## config.mk

```make
export PLATFORM = sky130hd
export DESIGN_NAME = htsd_out_stage
export DESIGN_NICKNAME = d
export VERILOG_FILES = /design/src/htsd_pkg.sv /design/src/htsd_out_stage.sv
export SDC_FILE = /design/constraint.sdc
export NUM_CORES = 1
export LEC_CHECK = 0
export ABC_AREA = 1
export BUFFER_PORTS_ARGS = -buffer_cell sky130_fd_sc_hd__buf_2
export CAP_MARGIN = 20
export CORE_MARGIN = 8
export CORE_UTILIZATION = 25
export DETAILED_ROUTE_END_ITERATION = 6
export RECOVER_POWER = 50
export SYNTH_ARGS = -nofsm -noshare
export SYNTH_HDL_FRONTEND = slang
export SYNTH_SLANG_ARGS = --single-unit
export TNS_END_PERCENT = 20
```

## constraint.sdc

```tcl
create_clock -name aclk -period 0.8 [get_ports aclk]
set_input_delay 0.12 -clock aclk [delete_from_list [all_inputs] [get_ports aclk]]
set_output_delay 0.12 -clock aclk [all_outputs]
set_load 0.005 [all_outputs]
```

## src/htsd_pkg.sv

```systemverilog
// Shared types and constants for the Huffman tree stream decoder.
// No dependencies; every other file imports this package.
package htsd_pkg;

    localparam int ALPHABET_SIZE_DEF = 256;
    localparam int NODE_DEPTH  = 511;
    localparam int STACK_DEPTH = 256;
    localparam int IDX_W       = 9;
    localparam int FIELD_W     = 19;
    localparam int SP_W        = 8;
    localparam int LEVEL_W     = 9;
    localparam int COUNT_W     = 10;
    localparam int PEND_W      = 10;
    localparam int LEAF_BIT    = 18;

    localparam logic [7:0] CH_ZERO = 8'h30;
    localparam logic [7:0] CH_ONE  = 8'h31;
    localparam logic [7:0] CH_HASH = 8'h23;

    localparam logic STATUS_SYMBOL = 1'b0;
    localparam logic STATUS_ERROR  = 1'b1;

    typedef struct packed {
        logic       push;
        logic [7:0] symbol;
        logic       status;
        logic       last;
    } out_push_t;

endpackage

```

## src/htsd_out_stage.sv

```systemverilog
// Output register of the decoder result channel.
// Depends on htsd_pkg for the push request struct.
module htsd_out_stage (
    input  logic               aclk,
    input  logic               aresetn,
    input  htsd_pkg::out_push_t push_in,
    output logic               out_free,
    output logic               m_valid,
    input  logic               m_ready,
    output logic [7:0]         m_symbol,
    output logic               m_status,
    output logic               m_last_of_run
);
    import htsd_pkg::*;

    logic       valid_reg;
    logic [7:0] symbol_reg;
    logic       status_reg;
    logic       last_reg;

    assign out_free = !valid_reg || m_ready;

    always_ff @(posedge aclk) begin
        if (!aresetn) begin
            valid_reg <= 1'b0;
        end else if (push_in.push) begin
            valid_reg <= 1'b1;
        end else if (m_ready) begin
            valid_reg <= 1'b0;
        end
    end

    always_ff @(posedge aclk) begin
        if (push_in.push) begin
            symbol_reg <= push_in.symbol;
            status_reg <= push_in.status;
            last_reg   <= push_in.last;
        end
    end

    assign m_valid       = valid_reg;
    assign m_symbol      = symbol_reg;
    assign m_status      = status_reg;
    assign m_last_of_run = last_reg;

endmodule
```

==> summary.txt <==
Worst setup path
  – CP endpoint: out_free
  – Path depth of the worst reg2reg path: 3
  – Crit path DAT: 0.76 ns
  – Critical Path Sink Type: output port
  – Reg-to-Reg Start: m_valid$_SDFFE_PN0P_
  – Worst path required time: between 0.6 and 0.7 ns
  – Flop-to-flop setup slack: around 0.13 ns
  – Critical path class: register to output port
  – RR Endpoint: m_valid$_SDFFE_PN0P_
  – Worst-path cell chain: nand2_2 > buf_6
  – CP Launch Point: m_valid$_SDFFE_PN0P_
  – Worst-path fanout max: 2
  – CP max stage cell: dfxtp_2
  – Startpoint Class: register
  – Delay of the slowest critical-path stage: 0.33 ns

Finish
  – P&R area growth vs syn: 53.8%
  – Fillers: between 100 and 150
  – Most frequent cells in the layout: 24 x buf_2, 10 x edfxtp_1, 3 x inv_1, 3 x clkbuf_4
  – Layout cells sized above 1: 0.717
  – Antenna cells: 0
  – Non-filler cells, final: 61
  – Most common cell after layout, fill and taps aside: buf_2
  – Nets: 61

STA
  – Fin crit share: 1.10
  – Layout Skew: 0 ns
  – Slew @ Worst Pin: roughly 0.23 ns
  – Final Max Tran Viols: 0
  – Slew headroom: 0.844
  – Setup ws final: -0.0784 ns
  – Final hold violation count: 0
  – Crit path time final: approximately 0.9 ns
  – FMAX: 1140 MHz
  – Unrepaired setup endpoints after global routing: yes
  – Setup violations, final: 12

Outcome
  – Outcome: complete, but fails checks
  – Failing checks: setup timing

Routing
  – DR iter-0 viols: 4
  – Routed len/inst: 11.6 um
  – Drt first pass iters: 2
  – Met3 wire length: 177 um
  – M1 wire length: 234 um
  – Via density: 3.75
  – WL final: 707 um
  – DR vias: 229
  – Antenna Nets Post-Route: 0
  – WL met2: 295 um
  – Max layer used: met3
  – DRC: 0

Clocking
  – Worst-skew pair later-pin latency: approximately 0.26 ns
  – CTS clock-pin slew for the worst setup and hold paths: 0.07 ns
  – Root Driver: clkbuf_4
  – CTS buffer count: 3
  – Maximum clock insertion buffer count: 2
  – Clk sinks: 11
  – CTS tree: built
  – Hold buffers post-CTS: 0
  – H-tree lvl count: 1

Pwr
  – Switching Share: 0.202
  – Clock share of power: 0.315
  – Sequential share of power: 0.594
  – Psw: 233 uW
  – Pwr dens: 2160 nW/um^2
  – VDD IR-drop max: about 1200 uV
  – Static leakage: 0.000249 uW
  – Internal: 920 uW
  – Combinational power share: 0.091
  – Design Power: 1150 uW

Global routing
  – First-pass GRT wire length: ~1.1 mm
  – Largest net degree at the start of global routing: 12
  – GRT overflow: 0
  – Number of global-route vias before repair: about 260
  – Initial antenna violation count: 0
  – All-Layer GR Usage: 0.0561

Min path
  – Min-delay worst type: input pin to register
  – Worst hold start: push_in[7]

Synth
  – Mapped cell area: 347 sq um
  – YS warnings: 0
  – Post-synth net total: 30
  – Mean Syn Cell Area: 21.7 sq um
  – Gate Count Post-Synth: 16
  – Number of synthesized register bits: 11
  – Netlist cell types: 5
  – Post-synthesis sequential area ratio: 0.924

Die
  – Initial core utilization: 0.266
  – # rows: 13
  – Die area: 2830 sq um
  – Boundary Pins: 26
  – Die Height: 53.2 um
  – Area of the core: 1300 sq um
  – Die W: about 53 um

Flow run
  – Max cap viols: 0

Placement
  – Port buffer count: 25
  – Placed Cells: 56
  – Final Wtd Congestion: 0.597
==> worst min path at each step <==
stage                               to  slack, ns  depth (start not counted)
3_5_place_dp     m_symbol[6]$_DFFE_PP_       0.30                          1
2_1_floorplan  m_last_of_run$_DFFE_PP_       0.22                          0
5_1_grt        m_last_of_run$_DFFE_PP_     0.0007                          1
6_report         m_symbol[5]$_DFFE_PP_       0.03                          1
4_1_cts        m_last_of_run$_DFFE_PP_       0.02                          1
3_3_place_gp     m_symbol[0]$_DFFE_PP_       0.30                          1
==> logic make-up after synthesis <==
kind of cell | share of synthesized area
compound gates | 0.0253
buf+inv | 0.0325
simple gates | 0.0181
flops | 0.924
==> power groups by stage <==
stage	registers, uW	clock network (uW)	logic (uW)
after CTS	685	383	106
after global placement	697	0	102
after detailed placement	697	0	103
after floorplan	707	0	9.10
after global routing	691	415	117
final	685	363	105
==> synth_stat cells <==
cell       n  area share
edfxtp_1  10        0.87
inv_1      3       0.032
a21oi_2    1       0.025
dfxtp_1    1       0.058
nand2_2    1       0.018
==> timing repair <==
item	in CTS	in global routing
resized for setup	1	1
cloned	0	0
hold endpoints to repair	0	0
pin swaps	1	0
buffers inserted	1	0
setup endpoints to repair	12	12
==> routing by layer <==
layer,vias to the layer above,global-route usage
met5,-,0
met4,0,0.0252
met3,0,0.0756
met2,18,0.0664
met1,95,0.0524
li1,116,-
==> final cells by class <==
type,count,area [sq um],share of cell area
flip-flops and latches,11,322,0.603
multi-input cells,2,15.0,0.0282
well taps,15,18.8,0.0352
clock buffers,3,22.5,0.0423
repair buffers,26,139,0.261
inverters,3,11.3,0.0211
clock inverters,1,5.00,0.00939
==> state kept, by name (all words and copies together) (netlist names) <==
register	count
m_last_of_run	1
m_symbol	8
m_valid	1
m_status	1
==> through the flow <==
step / area (sq um) / worst slack [ns] / setup TNS (ns) / util / hold slack [ns]
2_1_floorplan: 347 / 0.231 / 0 / - / 0.219
6_report: 533 / -0.0784 / -0.769 / 0.410 / 0.0274
4_1_cts: 527 / -0.0935 / -0.974 / 0.405 / 0.0167
3_3_place_gp: 490 / 0.138 / 0 / 0.377 / 0.297
5_1_grt: 533 / -0.146 / -1.47 / 0.410 / 0.000693
3_5_place_dp: 490 / 0.121 / 0 / 0.377 / 0.298
==> worst max-delay path: cells and delay by family (launching register included) <==
kind / cells / cell delay, ns
buffers and inverters: 1 / 0.11
and+or+nand+nor: 1 / 0.05
DFF: 1 / 0.33
Note: power is estimated with default switching activity, not from simulation.
